[src/sv/rfb_pkg.sv]
// Shared types and constants for the RGB565 to one-bit frame store core.
`timescale 1ns / 1ps
package rfb_pkg;

   localparam int CFG_WIDTH     = 9;
   localparam int CSR_INDEX_W   = 2;
   localparam int STORE_ADDR_W  = 13;
   localparam int INDEX_CALC_W  = 14;
   localparam int GRAY_SUM_W    = 15;

   localparam logic [CSR_INDEX_W-1:0] CSR_IMAGE_WIDTH    = 2'd0;
   localparam logic [CSR_INDEX_W-1:0] CSR_IMAGE_HEIGHT   = 2'd1;
   localparam logic [CSR_INDEX_W-1:0] CSR_ORIENTATION    = 2'd2;
   localparam logic [CSR_INDEX_W-1:0] CSR_DARK_THRESHOLD = 2'd3;

   localparam logic [1:0] ACT_START = 2'd0;
   localparam logic [1:0] ACT_PIXEL = 2'd1;
   localparam logic [1:0] ACT_READ  = 2'd2;

   localparam logic [8:0] IMAGE_WIDTH_RESET    = 9'd250;
   localparam logic [8:0] IMAGE_HEIGHT_RESET   = 9'd122;
   localparam logic [7:0] DARK_THRESHOLD_RESET = 8'd128;

   localparam logic [GRAY_SUM_W-1:0] GRAY_RED_WEIGHT   = 15'd30;
   localparam logic [GRAY_SUM_W-1:0] GRAY_GREEN_WEIGHT = 15'd59;
   localparam logic [GRAY_SUM_W-1:0] GRAY_BLUE_WEIGHT  = 15'd11;
   localparam logic [GRAY_SUM_W-1:0] GRAY_DIVISOR      = 15'd100;

   localparam logic [7:0] WHITE_BYTE = 8'hFF;
   localparam logic [7:0] MSB_MASK   = 8'h80;
   localparam logic [2:0] BIT_SEL_MASK = 3'd7;

   localparam int CMD_QUEUE_DEPTH = 4;
   localparam int RSP_QUEUE_DEPTH = 2;

   typedef enum logic [1:0] {
      OP_CLEAR = 2'd0,
      OP_WRITE = 2'd1,
      OP_READ  = 2'd2
   } op_type;

   typedef struct packed {
      op_type                  op;
      logic [STORE_ADDR_W-1:0] addr;
      logic [2:0]              bit_sel;
      logic                    set_bit;
      logic                    last;
   } cmd_type;

   typedef struct packed {
      logic [7:0] packed_byte;
      logic       last_byte;
   } rsp_type;

   typedef enum logic [1:0] {
      ST_RUN   = 2'b01,
      ST_CLEAR = 2'b10
   } back_state_type;

endpackage

[src/sv/rfb_front.sv]
// Front end: configuration registers, raster counters, gray threshold and address mapping.
`timescale 1ns / 1ps
module rfb_front #(
   parameter int PANEL_WIDTH  = 250,
   parameter int PANEL_HEIGHT = 122,
   parameter int ROW_BYTES    = 16,
   parameter int STORE_BYTES  = 4000
) (
   input  logic                               clock,
   input  logic                               reset,
   input  logic                               csr_write,
   input  logic [rfb_pkg::CSR_INDEX_W-1:0]    csr_index,
   input  logic [rfb_pkg::CFG_WIDTH-1:0]      csr_wdata,
   input  logic                               req_valid,
   output logic                               req_ready,
   input  logic [1:0]                         req_action,
   input  logic [4:0]                         req_red,
   input  logic [5:0]                         req_green,
   input  logic [4:0]                         req_blue,
   output logic                               cmd_push,
   output rfb_pkg::cmd_type                   cmd_data,
   input  logic                               cmd_full
);
   import rfb_pkg::*;

   localparam int AW = $clog2(STORE_BYTES);

   logic [8:0]    image_width_ff, image_height_ff;
   logic          orientation_ff;
   logic [7:0]    dark_threshold_ff;
   logic [7:0]    column_ff, column_in;
   logic [8:0]    row_ff, row_in;
   logic [AW-1:0] read_ptr_ff, read_ptr_in;

   logic                    accept;
   logic [GRAY_SUM_W-1:0]   gray_sum, dark_limit;
   logic                    is_dark;
   logic                    on_image;
   logic                    map_ok;
   logic [8:0]              mirror_x;
   logic [7:0]              px, py;
   logic [INDEX_CALC_W-1:0] byte_index;
   logic                    in_store;
   logic                    read_last;

   assign req_ready = !cmd_full;
   assign accept    = req_valid && req_ready;

   // gray = sum / 100 truncated, so gray < t exactly when sum < 100 * t.
   assign gray_sum = (GRAY_SUM_W'(req_red)   << 3) * GRAY_RED_WEIGHT
                   + (GRAY_SUM_W'(req_green) << 2) * GRAY_GREEN_WEIGHT
                   + (GRAY_SUM_W'(req_blue)  << 3) * GRAY_BLUE_WEIGHT;
   assign dark_limit = GRAY_SUM_W'(dark_threshold_ff) * GRAY_DIVISOR;
   assign is_dark    = gray_sum < dark_limit;

   assign on_image = ({1'b0, column_ff} < image_width_ff)
                  && ({1'b0, column_ff} < 9'(PANEL_WIDTH))
                  && (row_ff < image_height_ff)
                  && (row_ff < 9'(PANEL_HEIGHT));

   assign mirror_x = 9'(PANEL_HEIGHT - 1) - {1'b0, column_ff};

   always_comb begin
      if (!orientation_ff) begin
         px     = row_ff[7:0];
         py     = column_ff;
         map_ok = 1'b1;
      end else begin
         px     = mirror_x[7:0];
         py     = row_ff[7:0];
         map_ok = {1'b0, column_ff} < 9'(PANEL_HEIGHT);
      end
   end

   assign byte_index = INDEX_CALC_W'(py) * INDEX_CALC_W'(ROW_BYTES)
                     + INDEX_CALC_W'(px >> 3);
   assign in_store   = byte_index < INDEX_CALC_W'(STORE_BYTES);
   assign read_last  = (read_ptr_ff == AW'(STORE_BYTES - 1));

   always_comb begin
      cmd_push         = 1'b0;
      cmd_data.op      = OP_CLEAR;
      cmd_data.addr    = '0;
      cmd_data.bit_sel = px[2:0] & BIT_SEL_MASK;
      cmd_data.set_bit = !is_dark;
      cmd_data.last    = read_last;
      column_in        = column_ff;
      row_in           = row_ff;
      read_ptr_in      = read_ptr_ff;
      if (accept) begin
         case (req_action)
            ACT_START: begin
               cmd_push    = 1'b1;
               cmd_data.op = OP_CLEAR;
               column_in   = '0;
               row_in      = '0;
               read_ptr_in = '0;
            end
            ACT_PIXEL: begin
               cmd_push      = on_image && map_ok && in_store;
               cmd_data.op   = OP_WRITE;
               cmd_data.addr = byte_index[STORE_ADDR_W-1:0];
               if (({1'b0, column_ff} + 9'd1 >= image_width_ff) || (column_ff == '1)) begin
                  column_in = '0;
                  if (row_ff != '1) begin
                     row_in = row_ff + 1'b1;
                  end
               end else begin
                  column_in = column_ff + 1'b1;
               end
            end
            ACT_READ: begin
               cmd_push      = 1'b1;
               cmd_data.op   = OP_READ;
               cmd_data.addr = STORE_ADDR_W'(read_ptr_ff);
               read_ptr_in   = read_last ? '0 : read_ptr_ff + 1'b1;
            end
            default: begin
               cmd_push = 1'b0;
            end
         endcase
      end
   end

   always_ff @(posedge clock) begin
      if (reset) begin
         image_width_ff    <= IMAGE_WIDTH_RESET;
         image_height_ff   <= IMAGE_HEIGHT_RESET;
         orientation_ff    <= 1'b0;
         dark_threshold_ff <= DARK_THRESHOLD_RESET;
         column_ff         <= '0;
         row_ff            <= '0;
         read_ptr_ff       <= '0;
      end else begin
         column_ff   <= column_in;
         row_ff      <= row_in;
         read_ptr_ff <= read_ptr_in;
         if (csr_write) begin
            case (csr_index)
               CSR_IMAGE_WIDTH:    image_width_ff    <= csr_wdata;
               CSR_IMAGE_HEIGHT:   image_height_ff   <= csr_wdata;
               CSR_ORIENTATION:    orientation_ff    <= csr_wdata[0];
               CSR_DARK_THRESHOLD: dark_threshold_ff <= csr_wdata[7:0];
               default: begin
               end
            endcase
         end
      end
   end

endmodule

[config.mk]
export PLATFORM = sky130hd
export DESIGN_NAME = rfb_front
export DESIGN_NICKNAME = d
export VERILOG_FILES = /design/src/sv/rfb_pkg.sv /design/src/sv/rfb_front.sv
export SDC_FILE = /design/constraint.sdc
export NUM_CORES = 1
export LEC_CHECK = 0
export ABC_AREA = 1
export BUFFER_PORTS_ARGS = -buffer_cell sky130_fd_sc_hd__buf_4
export CORE_MARGIN = 2
export CORE_UTILIZATION = 55
export DETAILED_ROUTE_END_ITERATION = 7
export PLACE_DENSITY = 0.88
export SLEW_MARGIN = 20
export SYNTH_ARGS = -nofsm -noshare
export SYNTH_HDL_FRONTEND = slang
export SYNTH_SLANG_ARGS = --single-unit
[constraint.sdc]
create_clock -name clock -period 7.8 [get_ports clock]
set_input_delay 1.56 -clock clock [delete_from_list [all_inputs] [get_ports clock]]
set_output_delay 1.56 -clock clock [all_outputs]
set_load 0.1 [all_outputs]
==> out/results.md <==
| Stage | Parameter | Reported |
| --- | --- | --- |
| synth | Flop and latch count out of synthesis | 56 |
| synth | Main combinational cell family by area after synthesis | adder cells |
| global route | Initial antenna violation count | 0 |
| synth | Count of warnings emitted by yosys | 0 |
| finish | # fillers | 1047 |
| die | Standard-cell row count | 41 |
| synth | Top_reg_cell synth | dfxtp_1 |
| place | HPWL Detailed | 13.9 mm |
| worst setup path | R2r setup slk | 4920 ps |
| worst setup path | FF-to-FF End | column_ff[2] |
| detailed routing | Detailed-route wire length | 17.0 mm |
| die | Initial Utilization | 56.8% |
| pwr | Leakage component of the power | 4.25 nW |
| finish | Fraction of final layout cells with drive strength greater than 1 | 12.5% |
| synth | Fraction of the mapped netlist area in simple logic gates | 21.7% |
| pwr | Internal power consumption | 1.43 mW |
| finish | Final std cell area, no fill | 8270 µm² |
| timing | Max frequency | 125 MHz |
| detailed routing | Average via count per standard cell | 5.39 |
| clock network | H-tree lvl count | 2 |
| pwr | Peak supply drop | 433 µV |
| global route | Pin count of the biggest net entering global routing | 26 |
| global route | Global-route usage over all layers | 24.8% |
| die | Area of the die | 14100 µm² |
| place | Routability Congestion | 0.922 |
| timing | Total negative slack for setup checks | -209 ps |
| place | Cell area after placement | 8030 µm² |
| timing | Rel. slew slack | 45.2% |
| detailed routing | Wirelength per Cell | 13.6 µm |
| synth | Compound-Gate Fraction of Synth Area | 13.2% |
| pwr | Switching share of total power | 49.1% |
| timing | Slew Limit Fails | 0 |
| clock network | Largest buffer count on any clock path | 2 |
| timing | Minimum setup slack in the final design | -209 ps |
| synth | Yosys top cell area share | 24.8% |
| detailed routing | Post-DRT Antenna Nets | 0 |
| finish | End-of-flow core utilization | 64.7% |
| synth | Seq/Total Area, Yosys | 15.5% |
| pwr | Combinational share of power | 79.6% |
| die | Die height | 119 µm |
| timing | RSZ-0062 raised after global routing | true |
| synth | Library cells used by synthesis | 43 |
| timing | Final number of setup-violating endpoints | 1 |
| pwr | Total power density per cell area | 340 nW/µm² |
| clock network | CTS Hold Buffers Added | 0 |
| detailed routing | Violation count after the first detailed-route iteration | 537 |
| clock network | CTS sink count | 56 |
| worst setup path | Critical Path Sink Type | output port |
| outcome | Violations in the final reports | setup timing |
| clock network | Clock-pin slew on the worst setup and hold paths | 70 ps |
| synth | Adder-Cell Fraction of Synth Area | 33.4% |
| place | Number of placed instances, taps included | 1239 |
| finish | Area growth from synthesis to final layout | 14.0% |
| worst setup path | Worst R2R Start | column_ff[0] |
| hold path | Worst hold path cell count | 2 |
| pwr | Post-layout power | 2.81 mW |
| hold path | Hold path startpoint | image_height_ff[7] |
| synth | Proportion of register bits with asynchronous set or reset after synthesis | 0% |
| outcome | Outcome | finished with violations |
| synth | Synth Net Count | 1224 |
| detailed routing | Total number of vias | 6726 |
| hold path | Worst hold path class | reg -> reg |
| pwr | Register share of total power | 11.1% |
| worst setup path | R2R cell count | 14 |
| finish | Fin cells | 1248 |
| die | Top-level I/O count | 56 |
| synth | Post-synthesis share of cell area spent on xor and xnor gates | 4.83% |
| finish | # nets final | 1284 |
| synth | Multiplexer fraction of the synthesized cell area | 0% |
| timing | Worst slew pin tran | 820 ps |
| timing | Part of the cycle the worst path needs | 103% |
| detailed routing | Length of the first detailed-routing pass in iterations | 5 |
| synth | EDFF count, synth | 0 |
| global route | Vias in the first global route | 6536 |
| timing | Final worst path period need | 8010 ps |
| detailed routing | Remaining routing DRC violations | 0 |
| worst setup path | Element type at the critical path start | input pin |
| timing | Worst slack on hold paths | 470 ps |
| pwr | Net switching power | 1.38 mW |
| finish | Multi-input combinational cell area | 5460 µm² |
| timing | Worst clock skew | 3.62 ps |
| clock network | Root Buffer | clkbuf_16 |
| synth | Post-synthesis cell type with the largest combined area | ha_1 |
| clock network | Clock tree from TritonCTS | built |
| worst setup path | Critical path required time | 6240 ps |
| finish | Diodes inserted | 0 |
| synth | Area of the mapped netlist | 7260 µm² |
| worst setup path | Crit path DAT | 6450 ps |
| timing | Final hold violation count | 0 |
| synth | Count of mapped cells out of synthesis | 1015 |
| die | Horiz. Die Dim | 119 µm |
| finish | Seq. cell area | 1120 µm² |
| worst setup path | Crit Path Category | in -> out |
| flow run | Number of violations of the max-capacitance limit | 0 |
| pwr | Clock Power Share | 9.3% |
| place | Count of buffers inserted at the top-level ports | 55 |
| global route | GRT Residual Overflow | 0 |
| clock network | Number of buffers inserted during clock tree synthesis | 5 |
| worst setup path | Maximum net fanout on the critical path | 5 |
| global route | Global-route wire length before repair | 29.6 mm |
| synth | Largest cells by area after synthesis | ha_1 25%, dfxtp_1 15%, nand2_1 10%, inv_1 9.3%, fa_1 8.6% |
| clock network | Clk_lat worst skew | 300 ps |
| die | Core region area | 12800 µm² |
| synth | Most common cell in the netlist | nand2_1 |
| place | Setup slack after placement | -228 ps |
| synth | Average cell area after synthesis | 7.15 µm² |
| synth | Most frequent cells after synthesis | 196 x nand2_1, 179 x inv_1, 144 x ha_1 |
| hold path | Capture endpoint of the worst hold path | image_height_ff[7] |
[cell usage in the layout, fill, tap and decap left out, types with 2 or more instances in the layout]
| cell type | instances |
|---|---|
| dfxtp_1 | 56 |
| inv_2 | 13 |
| inv_1 | 171 |
| buf_4 | 75 |
| a21oi_2 | 9 |
| nand3_4 | 2 |
| o21bai_1 | 3 |
| ha_1 | 139 |
| a21oi_1 | 72 |
| xnor2_1 | 10 |
| a21oi_4 | 2 |
| o211ai_1 | 17 |
| clkbuf_16 | 5 |
| xor2_1 | 30 |
| or2_2 | 2 |
| nand2_1 | 194 |
| a31oi_1 | 2 |
| nor3_1 | 13 |
| nand4_1 | 24 |
| nand2_2 | 3 |
| o21ai_1 | 6 |
| a211oi_1 | 3 |
| o21ai_0 | 39 |
| nor2_1 | 78 |
| nor3_2 | 2 |
| nor2_2 | 2 |
| a22oi_1 | 4 |
| nand3b_1 | 2 |
| ha_4 | 5 |
| nand3_2 | 4 |
| a21o_1 | 3 |
| o32ai_1 | 4 |
| fa_1 | 31 |
| nand3_1 | 38 |
[state kept, by name, indices dropped and copies added (netlist names)]
name               count
column_ff              8
dark_threshold_ff      8
image_height_ff        9
image_width_ff         9
orientation_ff         1
read_ptr_ff           12
row_ff                 9
[metal layers]
layer  global-route usage, %  vias up  routed length [µm]
met4                    4.32        0                 186
met1                    33.3     3080                7560
met3                    3.30       22                1040
met2                    43.2      187                8220
met5                       0        -                   0
li1                        -     3437                   -
[power groups by stage]
| stage | Combinational (mW) | Sequential [mW] | Clock (mW) |
|---|---|---|---|
| floorplan | 1.59 | 0.310 | 0 |
| global placement | 1.98 | 0.317 | 0 |
| detailed placement | 2.05 | 0.317 | 0 |
| CTS | 2.21 | 0.310 | 0.263 |
| global route | 2.48 | 0.313 | 0.274 |
| finish | 2.24 | 0.311 | 0.262 |
[worst max-delay path by stage]
| stage | start | endpoint | slack (ps) | cells past startpoint |
|---|---|---|---|---|
| finish | req_green[2] | cmd_data[1] | -210 | 26 |
| detailed placement | req_green[1] | cmd_data[1] | -230 | 26 |
| floorplan | req_green[2] | cmd_data[1] | -8 | 26 |
| CTS | req_green[1] | cmd_data[1] | -180 | 26 |
| global route | req_green[2] | cmd_data[1] | -490 | 26 |
| global placement | req_green[2] | cmd_data[1] | -130 | 28 |
[layout make-up]
class / instances / area share [%]
well taps: 172 / 2.60
clock buffers: 5 / 1.51
multi-input cells: 749 / 66.1
clock inverters: 3 / 0.560
repair buffers: 77 / 7.23
inverters: 186 / 8.47
flip-flops and latches: 56 / 13.6
[critical path: stages]
cell and delay (ps):
buf_8 90, inv_4 30, fa_1 530, inv_1 50, fa_1 500, inv_2 50
fa_1 560, inv_2 50, ha_4 300, nand3_4 70, nand2_2 90, nand2_2 60
a21oi_2 120, nor2_1 60, xor2_1 170, fa_1 530, inv_2 50, ha_4 220
a21oi_2 140, o21ai_2 90, a21oi_1 150, o21bai_1 100, ha_1 320, nand4_1 140
o221ai_4 220, buf_12 200
[logic make-up (layout without fill, tap and decap cells)]
kind of cell	after synthesis	count (layout)
compound gates	168	168
buf+inv	210	271
xor+xnor	40	40
simple gates	366	366
flops	56	56
fa+ha+maj	175	175
[timing repair]
| item | 4_1_cts | 5_1_grt |
|---|---|---|
| endpoints found under the setup margin | 1 | 1 |
| buffers inserted | 0 | 1 |
| resized for setup | 7 | 11 |
| pin swaps | 5 | 16 |
(Power assumes the default switching activity.)
