`src/sv/rfb_queue.sv`:
```
// Small first-in first-out queue built from registers.
`timescale 1ns / 1ps
module rfb_queue #(
   parameter int WIDTH = 8,
   parameter int DEPTH = 4
) (
   input  logic                       clock,
   input  logic                       reset,
   input  logic                       push,
   input  logic [WIDTH-1:0]           push_data,
   input  logic                       pop,
   output logic [WIDTH-1:0]           head_data,
   output logic                       not_empty,
   output logic                       full,
   output logic [$clog2(DEPTH+1)-1:0] count
);

   localparam int PW = $clog2(DEPTH);
   localparam int CW = $clog2(DEPTH + 1);

   logic [WIDTH-1:0] slot_ff [DEPTH];
   logic [PW-1:0]    wr_ptr_ff, wr_ptr_in;
   logic [PW-1:0]    rd_ptr_ff, rd_ptr_in;
   logic [CW-1:0]    count_ff, count_in;

   always_comb begin
      wr_ptr_in = wr_ptr_ff;
      rd_ptr_in = rd_ptr_ff;
      count_in  = count_ff;
      if (push) begin
         wr_ptr_in = (wr_ptr_ff == PW'(DEPTH - 1)) ? '0 : wr_ptr_ff + 1'b1;
      end
      if (pop) begin
         rd_ptr_in = (rd_ptr_ff == PW'(DEPTH - 1)) ? '0 : rd_ptr_ff + 1'b1;
      end
      if (push && !pop) begin
         count_in = count_ff + 1'b1;
      end else if (pop && !push) begin
         count_in = count_ff - 1'b1;
      end
   end

   always_ff @(posedge clock) begin
      if (reset) begin
         wr_ptr_ff <= '0;
         rd_ptr_ff <= '0;
         count_ff  <= '0;
      end else begin
         wr_ptr_ff <= wr_ptr_in;
         rd_ptr_ff <= rd_ptr_in;
         count_ff  <= count_in;
      end
   end

   always_ff @(posedge clock) begin
      if (push) begin
         slot_ff[wr_ptr_ff] <= push_data;
      end
   end

   assign head_data = slot_ff[rd_ptr_ff];
   assign not_empty = (count_ff != '0);
   assign full      = (count_ff == CW'(DEPTH));
   assign count     = count_ff;

endmodule

```
`config.mk`:
```
export PLATFORM = sky130hd
export DESIGN_NAME = rfb_queue
export DESIGN_NICKNAME = d
export VERILOG_FILES = /design/src/sv/rfb_queue.sv
export SDC_FILE = /design/constraint.sdc
export NUM_CORES = 1
export LEC_CHECK = 0
export ABC_CLOCK_PERIOD_IN_PS = 5300
export BUFFER_PORTS_ARGS = -buffer_cell sky130_fd_sc_hd__buf_2
export CAP_MARGIN = 40
export CORE_ASPECT_RATIO = 1.4
export CORE_MARGIN = 3
export CORE_UTILIZATION = 40
export DETAILED_ROUTE_END_ITERATION = 7
export HOLD_SLACK_MARGIN = 0.06
export PLACE_DENSITY = 0.71
export SKIP_CTS_REPAIR_TIMING = 1
export SLEW_MARGIN = 20
export SYNTH_ARGS = -nofsm -noshare
export SYNTH_HDL_FRONTEND = slang
export SYNTH_SLANG_ARGS = --single-unit
```
`constraint.sdc`:
```
create_clock -name clock -period 5.3 [get_ports clock]
set_input_delay 1.325 -clock clock [delete_from_list [all_inputs] [get_ports clock]]
set_output_delay 1.325 -clock clock [all_outputs]
set_load 0.1 [all_outputs]
```
==> results.tsv, run 1 <==
metric	value	unit
crit path DAT	1.84	ns
initial drt markers	18	
GPL Wtd Cong	0.6733	
Core Footprint	3741	um^2
final hold slack	0.5244	ns
cell area after synthesis	1599	um^2
root buf cell	clkbuf_8	
Synth Net Count	105	
setup TNS	0	ns
FF-to-FF setup slack	3.82	ns
WP buf/inv	1	
Seq cells post-synth	41	
WL met3	108	um
Post-Route WL	2483	um
CP delay by family, top	flip-flops	
share of cells above drive strength 1	34.48	%
Die H	80.81	um
fin util	49.23	%
Comb pwr share	24.5	%
CP Class	flip-flop to output pin	
Cells after Synth	86	
Cell Count, Final, Fillers Out	158	
Seq/Total Area, Yosys	71.36	%
Clock transition at path regs	0.07	ns
Via Count	804	
latest clock arrival within the worst-skew pair	0.29	ns
r2r startpoint	count[0]	
final hold viol count	0	
remaining antenna violation count after routing	0	
CP max FO	8	
Top Ports	25	
Hold Startpoint	count[2]	
Clock Power Share	25.4	%
Yosys warnings	0	
Slew Viols, Final	0	
die area	4803	um^2
Max clock buf depth	2	
Rel. slew slack	63.76	%
Die X	59.44	um
Worst-Margin Slew	0.5428	ns
Sink Count	41	
min Tclk post-route	3.169	ns
Top Metal Used	met4	
Yosys cell types	16	
Tcrit/Tclk final	59.79	%
worst vdd ir	356.3	uV
final setup violation count	0	
wl on met1	991	um
CP Launch Type	flip-flop	
total gr overflow	0	
total internal power	0.0004950	W
P_sw	0.0002634	W
H-tree Lvls	2	
largest net degree at the start of global routing	14	
initial antenna violation count	0	
Yosys top cell by area	edfxtp_1	
port bufs	24	
drt first pass iters	4	
Req. time, crit path	3.97	ns
Final Skew	0.006832	ns
Hold Path Class	flip-flop to flip-flop	
status	finished, final reports clean	
CP Cell Sequence	mux4_2 -> buf_2	
Crit-path slowest cell	dfxtp_1	
CP endpoint kind	output pin	
pwr dens	411.7	nW/um^2
Hold Crit Depth	2	
Reg2Reg Capture Point	count[2]	
Yosys top cell area share	60.09	%
syn_area_per_cell	18.59	um^2
worst reg2reg path depth	4	
RSZ-0062 raised after global routing	no	
worst hold endpoint	count[2]	
DR DRC count	0	
Initial Utilization	42.74	%
sequential share of power	50.1	%
global-route wire length before repair	3995	um
Post-layout nets	134	
Fmax	315.6	MHz
met2 wire len	1354	um
largest cells by area after synthesis	edfxtp_1, dfxtp_1, mux4_2, ha_1, mux2i_1	
row cnt	26	
max cap viols	0	
CTS tree	yes	
WL/cell	15.72	um
# diodes	0	
Placed Cells	150	
clock buffer count from CTS	5	
critical path's largest stage delay	0.67	ns
Vias/cell	5.089	
Total GRT Usage	11.61	%
Lkg Pwr	0.6947	nW
Sw Share	34.73	%
vias in the first global route	897	
area grow syn2layout	15.18	%
[logic make-up (layout without fill, tap and decap cells)]
family	Yosys count	in the layout	share of synthesized area (%)
mux	12	12	13.77
xor+xnor	2	2	1.096
flops	41	41	71.36
fa+ha+maj	7	7	5.947
buf+inv	6	36	1.956
simple gates	15	15	4.929
compound gates	3	3	0.9387
[cells in the final DEF (no fill, tap or decap)]
cell type and count:
and2_1 4, edfxtp_1 32, clkinvlp_4 1, clkinv_2 2, fa_1 1, ha_1 6, dfxtp_1 9, a21oi_1 2
xor2_1 2, clkbuf_8 5, inv_1 4, o21ai_0 1, nor2_1 7, nor3b_1 2, mux2i_1 4, or3_1 2
mux4_2 8, buf_2 24
[worst max-delay path by stage]
stage / start / end / slack [ns] / cells after the start
6_report: flip-flop / head_data[7] / 2.13 / 2
5_1_grt: flip-flop / head_data[7] / 2.02 / 2
4_1_cts: flip-flop / head_data[7] / 2.07 / 2
3_5_place_dp: flip-flop / head_data[7] / 2.39 / 2
3_3_place_gp: flip-flop / head_data[7] / 2.43 / 2
2_1_floorplan: count[2] / full / 0.71 / 1
[stage by stage]
stage                     power [W]  worst slack [ns]  cell area [um^2]
after floorplan           0.0005435            0.7063              1599
after global placement    0.0005693             2.428              1755
after detailed placement  0.0005752             2.392              1755
after CTS                 0.0007664             2.071              1842
after global routing      0.0007900             2.016              1842
final                     0.0007583             2.131              1842
[cell type report]
type                    instances  area, um^2
multi-input cells              39       426.7
clock inverters                 3       17.52
flip-flops and latches         41        1141
inverters                       4       15.01
repair buffers                 24       120.1
fillers                       308        1899
well taps                      42       52.55
clock buffers                   5       68.82
[power groups by stage]
stage,clock network [W],registers (W),logic (W)
2_1_floorplan,0,0.000410,0.000133
3_3_place_gp,0,0.000386,0.000183
3_5_place_dp,0,0.000388,0.000187
4_1_cts,0.000198,0.000381,0.000187
5_1_grt,0.000212,0.000384,0.000195
6_report,0.000193,0.000380,0.000185
[tightest hold or removal path: cells and delay by family (launching register included)]
family | cells | cell delay (ns)
AO/OA/AOI/OAI | 2 | 0.14
flip-flops | 1 | 0.34
[synthesized netlist by cell type]
| master | number |
|---|---|
| mux4_2 | 8 |
| inv_1 | 4 |
| and2_1 | 4 |
| fa_1 | 1 |
| edfxtp_1 | 32 |
| xor2_1 | 2 |
| dfxtp_1 | 9 |
| nor3b_1 | 2 |
| clkbuf_2 | 1 |
| or3_1 | 2 |
| o21ai_0 | 1 |
| nor2_1 | 7 |
| a21oi_1 | 2 |
| mux2i_1 | 4 |
| buf_6 | 1 |
| ha_1 | 6 |
[routing by layer]
layer,track usage (%),up-vias
met5,0,-
met4,5.442,0
met3,3.339,4
met2,20.35,20
met1,12.55,395
li1,-,385
[state kept, by name, indices dropped and copies added (netlist names), named ones only]
name,cells
wr_ptr_ff,2
rd_ptr_ff,2
count,3
slot_ff,32
Power figures use the tool's default switching activity.
==> run 2: changes to the inputs <==
--- a/config.mk
+++ b/config.mk
@@ -5,7 +5,7 @@
 export SDC_FILE = /design/constraint.sdc
 export NUM_CORES = 1
 export LEC_CHECK = 0
-export ABC_CLOCK_PERIOD_IN_PS = 5300
+export ABC_CLOCK_PERIOD_IN_PS = 3150
 export BUFFER_PORTS_ARGS = -buffer_cell sky130_fd_sc_hd__buf_2
 export CAP_MARGIN = 40
 export CORE_ASPECT_RATIO = 1.4
==> constraint.sdc (replaced) <==
create_clock -name clock -period 3.15 [get_ports clock]
set_input_delay 0.7875 -clock clock [delete_from_list [all_inputs] [get_ports clock]]
set_output_delay 0.7875 -clock clock [all_outputs]
set_load 0.1 [all_outputs]
==> run 2 against run 1 <==
Net effect: cell count did not move; die area did not move; largest power group unchanged; critical endpoint is now head_data[3]; design area rose by 0.27%.
==> results.tsv, run 2 (synthesized netlist as in run 1, its figures left out) <==
metric	value	unit	change
root buf cell	clkbuf_8		
CP Class	flip-flop to output pin		
Comb pwr share	24.6	%	about the same
Post-layout nets	134		unchanged
Slew Viols, Final	0		unchanged
Fmax	386.6	MHz	
hpwl dp	1754	um	
WL/cell	15.14	um	-3.7%
CP endpoint kind	output pin		
drt first pass iters	2		-2
share of cells above drive strength 1	35.34	%	+0.86 points
min Tclk post-route	2.587	ns	
Lkg Pwr	0.6975	nW	+0.41%
P_sw	0.0004385	W	+67%
die area	4803	um^2	unchanged
Top Ports	25		unchanged
Req. time, crit path	2.36	ns	-1.61 ns
Sw Share	34.48	%	-0.25 points
Worst-Margin Slew	0.5128	ns	-0.03008 ns
Largest Register	slot_ff		
final hold viol count	0		unchanged
Post-Route WL	2392	um	-3.7%
pwr dens	688.7	nW/um^2	+67%
status	finished, final reports clean		
global-route wire length before repair	3939	um	-1.4%
crit path DAT	1.80	ns	-0.04 ns
Die H	80.81	um	unchanged
latest clock arrival within the worst-skew pair	0.29	ns	about the same
Rel. slew slack	65.77	%	+2.0 points
Fillers	313		+1.6%
Hold Crit Depth	2		unchanged
Final Skew	0.007202	ns	+0.0003705 ns
total internal power	0.0008334	W	+68%
Core Footprint	3741	um^2	unchanged
# diodes	0		unchanged
row cnt	26		unchanged
Sink Count	41		unchanged
max reg flops	32		unchanged
setup TNS	0	ns	unchanged
area grow syn2layout	15.49	%	
Via Count	799		-0.62%
worst reg2reg path depth	4		unchanged
most frequent cells in the layout	edfxtp_1, buf_2, dfxtp_1, mux4_2, nor2_1		
vias in the first global route	826		-7.9%
CP max FO	8		unchanged
Hold Path Class	flip-flop to flip-flop		
GPL Wtd Cong	0.6734		about the same
Clock transition at path regs	0.07	ns	about the same
Vias/cell	5.057		-0.62%
final setup violation count	0		unchanged
total gr overflow	0		unchanged
port bufs	24		unchanged
largest net degree at the start of global routing	14		unchanged
Initial Utilization	42.74	%	unchanged
remaining antenna violation count after routing	0		unchanged
max cap viols	0		unchanged
clock buffer count from CTS	5		unchanged
Total GRT Usage	11.75	%	+0.15 points
RSZ-0062 raised after global routing	no		
Placed Cells	150		unchanged
Tcrit/Tclk final	82.13	%	
CTS tree	yes		
sequential share of power	50.3	%	+0.2 points
initial drt markers	24		+6
CP Launch Type	flip-flop		
Die X	59.44	um	unchanged
most common cell after layout, fill and taps aside	edfxtp_1		
worst vdd ir	437.2	uV	+23%
Max clock buf depth	2		unchanged
DR DRC count	0		unchanged
H-tree Lvls	2		unchanged
Clock Power Share	25.2	%	-0.2 points
Cell Count, Final, Fillers Out	158		unchanged
initial antenna violation count	0		unchanged
-- run 2: cell count changes in the layout (fill, tap and decap cells not counted) --
cell,delta
nor3b_1,-1
nor3b_2,+1
-- run 2: cell type report --
| type | count | area (um^2) | share of cell area [%] |
|---|---|---|---|
| clock buffers | 5 | 68.82 | 3.726 |
| clock inverters | 3 | 17.52 | 0.9485 |
| inverters | 4 | 15.01 | 0.8130 |
| multi-input cells | 39 | 431.7 | 23.37 |
| flip-flops and latches | 41 | 1141 | 61.79 |
| well taps | 42 | 52.55 | 2.846 |
| repair buffers | 24 | 120.1 | 6.504 |
-- run 2: routing by layer --
metal | vias up | track usage [%] | wire [um]
met2 | 24 | 20.13 | 1300
met3 | 6 | 4.610 | 156
met5 | - | 0 | 0
met1 | 388 | 11.76 | 880
met4 | 0 | 6.803 | 54
li1 | 381 | - | -
-- run 2: through the flow --
stage	worst slack [ns]	cell area (um^2)	hold slack (ns)	utilization, %	total power (W)
2_1_floorplan	0.04746	1604	0.4915	-	0.0009158
3_3_place_gp	0.8370	1760	0.4995	47.06	0.0009600
3_5_place_dp	0.8234	1760	0.5135	47.06	0.0009673
4_1_cts	0.5012	1847	0.5261	49.36	0.001290
5_1_grt	0.4229	1847	0.5638	49.36	0.001330
6_report	0.5630	1847	0.5192	49.36	0.001272
-- run 2: final timing paths --
kind,end,slack (ns),start
worst max-delay path,head_data[3],0.56,flip-flop
worst min-delay path,count[2],0.52,count[2]
worst min register to register,count[2],0.52,count[2]
worst max register to register,count[2],1.67,count[0]
-- run 2: worst max-delay path, cell delays in order, from the launching register on --
cell	delay [ns]
dfxtp_1	0.64
mux4_2	0.56
buf_2	0.30
-- run 2: power by group through the flow --
stage               logic, W  clock network (W)  registers, W
floorplan           0.000225                  0      0.000691
global placement    0.000310                  0      0.000650
detailed placement  0.000315                  0      0.000653
CTS                 0.000316           0.000334      0.000641
global route        0.000327           0.000358      0.000645
finish              0.000312           0.000320      0.000640
==> run 3: changes to the inputs <==
--- a/config.mk
+++ b/config.mk
@@ -5,7 +5,7 @@
 export SDC_FILE = /design/constraint.sdc
 export NUM_CORES = 1
 export LEC_CHECK = 0
-export ABC_CLOCK_PERIOD_IN_PS = 3150
+export ABC_CLOCK_PERIOD_IN_PS = 2200
 export BUFFER_PORTS_ARGS = -buffer_cell sky130_fd_sc_hd__buf_2
 export CAP_MARGIN = 40
 export CORE_ASPECT_RATIO = 1.4
@@ -13,7 +13,7 @@
 export CORE_UTILIZATION = 40
 export DETAILED_ROUTE_END_ITERATION = 7
 export HOLD_SLACK_MARGIN = 0.06
-export PLACE_DENSITY = 0.71
+export PLACE_DENSITY = 0.73
 export SKIP_CTS_REPAIR_TIMING = 1
 export SLEW_MARGIN = 20
 export SYNTH_ARGS = -nofsm -noshare
==> constraint.sdc (replaced) <==
create_clock -name clock -period 2.2 [get_ports clock]
set_input_delay 0.55 -clock clock [delete_from_list [all_inputs] [get_ports clock]]
set_output_delay 0.55 -clock clock [all_outputs]
set_load 0.1 [all_outputs]
==> run 3 against run 2 <==
Net effect: clock power increased by 75%; global-route usage decreased by 0.16 points; first-iteration DRC count down 33%; cell count grew 0.63%; via count is 0.88% lower; worst hold slack got worse by 0.041 ns; wire length increased by 1.1%; power increased by 53%; clock-buffer cell count is 3 higher; sequential share of layout area decreased by 2.0 points; die area unchanged; critical endpoint is now head_data[1]; highest routed layer unchanged.
==> results.tsv, run 3 (synthesized netlist as in run 1, its figures left out) <==
metric	value	unit	change
Via Count	792		-0.88%
CP endpoint kind	output pin		
share of cells above drive strength 1	37.61	%	+2.3 points
total gr overflow	0		unchanged
final hold viol count	0		unchanged
Rel. slew slack	67.67	%	+1.9 points
worst reg2reg path depth	4		unchanged
Max clock buf depth	2		unchanged
Power, Total	0.001949	W	+53%
r2r startpoint	count[1]		
Hold Crit Depth	1		-1
latest clock arrival within the worst-skew pair	0.29	ns	about the same
most common cell after layout, fill and taps aside	edfxtp_1		
# diodes	0		unchanged
CP max FO	8		unchanged
pwr dens	1019	nW/um^2	+48%
port bufs	24		unchanged
global-route wire length before repair	3898	um	-1.0%
Lkg Pwr	0.7237	nW	+3.8%
Core Footprint	3741	um^2	unchanged
Final Skew	0.003705	ns	-0.003497 ns
Vias/cell	4.981		-1.5%
clock buffer count from CTS	5		unchanged
Total GRT Usage	11.59	%	-0.16 points
max cap viols	0		unchanged
Sink Count	41		unchanged
Worst-Margin Slew	0.4883	ns	-0.02450 ns
worst hold endpoint	slot_ff[1][1]		
WL/cell	15.21	um	+0.49%
min Tclk post-route	2.094	ns	
DR DRC count	0		unchanged
root buf cell	clkbuf_8		
Largest Register	slot_ff		
remaining antenna violation count after routing	0		unchanged
worst setup margin	0.1064	ns	-0.4566 ns
Die X	59.44	um	unchanged
CTS tree	yes		
CP Class	flip-flop to output pin		
area grow syn2layout	19.64	%	
Die H	80.81	um	unchanged
most frequent cells in the layout	edfxtp_1, buf_2, mux4_2, buf_4		
Top Ports	25		unchanged
crit path DAT	1.54	ns	-0.26 ns
Slew Viols, Final	0		unchanged
die area	4803	um^2	unchanged
Tcrit/Tclk final	95.16	%	
hpwl dp	1759	um	+0.31%
fin util	51.14	%	+1.8 points
FF-to-FF setup slack	0.70	ns	-0.97 ns
Fmax	477.7	MHz	
final setup violation count	0		unchanged
vias in the first global route	870		+5.3%
max reg flops	32		unchanged
largest net degree at the start of global routing	13		-1
initial drt markers	16		-33%
CP Launch Type	flip-flop		
worst vdd ir	1034	uV	+140%
Reg2Reg Capture Point	count[2]		
RSZ-0062 raised after global routing	no		
Hold Path Class	primary input to flip-flop		
worst slack, placed	0.1219	ns	-0.7015 ns
Hold Startpoint	push_data[1]		
H-tree Lvls	2		unchanged
Post-Route WL	2419	um	+1.1%
GPL Wtd Cong	0.6557		-2.6%
Req. time, crit path	1.65	ns	-0.71 ns
row cnt	26		unchanged
Post-layout nets	135		+0.75%
drt first pass iters	4		+2
Clock transition at path regs	0.07	ns	about the same
Initial Utilization	42.74	%	unchanged
status	finished, final reports clean		
initial antenna violation count	0		unchanged
[run 3: changes by cell type in the layout (fill, tap and decap cells not counted), moves of 2 or more]
| cell | delta |
|---|---|
| dfxtp_1 | -2 |
| buf_4 | +8 |
| dfxtp_2 | +2 |
| buf_2 | -8 |
| clkinv_2 | -2 |
[run 3: stage by stage]
step           hold slack (ns)   TNS (ns)  std cells  instance area [um^2]
6_report                0.4782          0        159                  1913
5_1_grt                 0.4731          0        159                  1913
4_1_cts                 0.4739  -0.001381        159                  1889
3_5_place_dp            0.5257          0        151                  1778
3_3_place_gp            0.4787          0        151                  1778
2_1_floorplan           0.4915   -0.01896         86                  1614
[run 3: area by class of cell]
class	instances	area, um^2
multi-input combinational	39	439.2
tap	42	52.55
sequential	41	1144
inverter	4	15.01
fill	299	1828
clock buffer	8	111.4
timing repair buffer	25	151.4
[run 3: worst max path at each step]
| stage | cells after the start | end | start | slack [ns] |
|---|---|---|---|---|
| 2_1_floorplan | 1 | full | count[1] | -0.02 |
| 3_3_place_gp | 8 | count[2] | pop | 0.24 |
| 3_5_place_dp | 8 | count[2] | pop | 0.12 |
| 4_1_cts | 3 | head_data[1] | flip-flop | -0.001 |
| 5_1_grt | 3 | head_data[7] | flip-flop | 0.05 |
| 6_report | 3 | head_data[1] | flip-flop | 0.11 |
[run 3: per-layer routing]
layer	up-vias	track usage [%]	share of wire, %
met5	-	0	0
met4	0	5.442	1.7
met3	7	5.087	7.8
met2	27	18.93	49
met1	373	12.74	41
li1	385	-	-
[run 3: worst max-delay path, stage by stage (launching register included)]
cell     delay, ns
dfxtp_1       0.33
buf_6         0.16
mux4_2        0.52
buf_4         0.25
[run 3: power breakdown]
part / internal (W) / switching [W] / total [W] / leakage, nW
sequential: 0.000882 / 0.0000322 / 0.000915 / 0.369
combinational: 0.000112 / 0.000363 / 0.000475 / 0.298
clock: 0.000324 / 0.000235 / 0.000559 / 0.0566
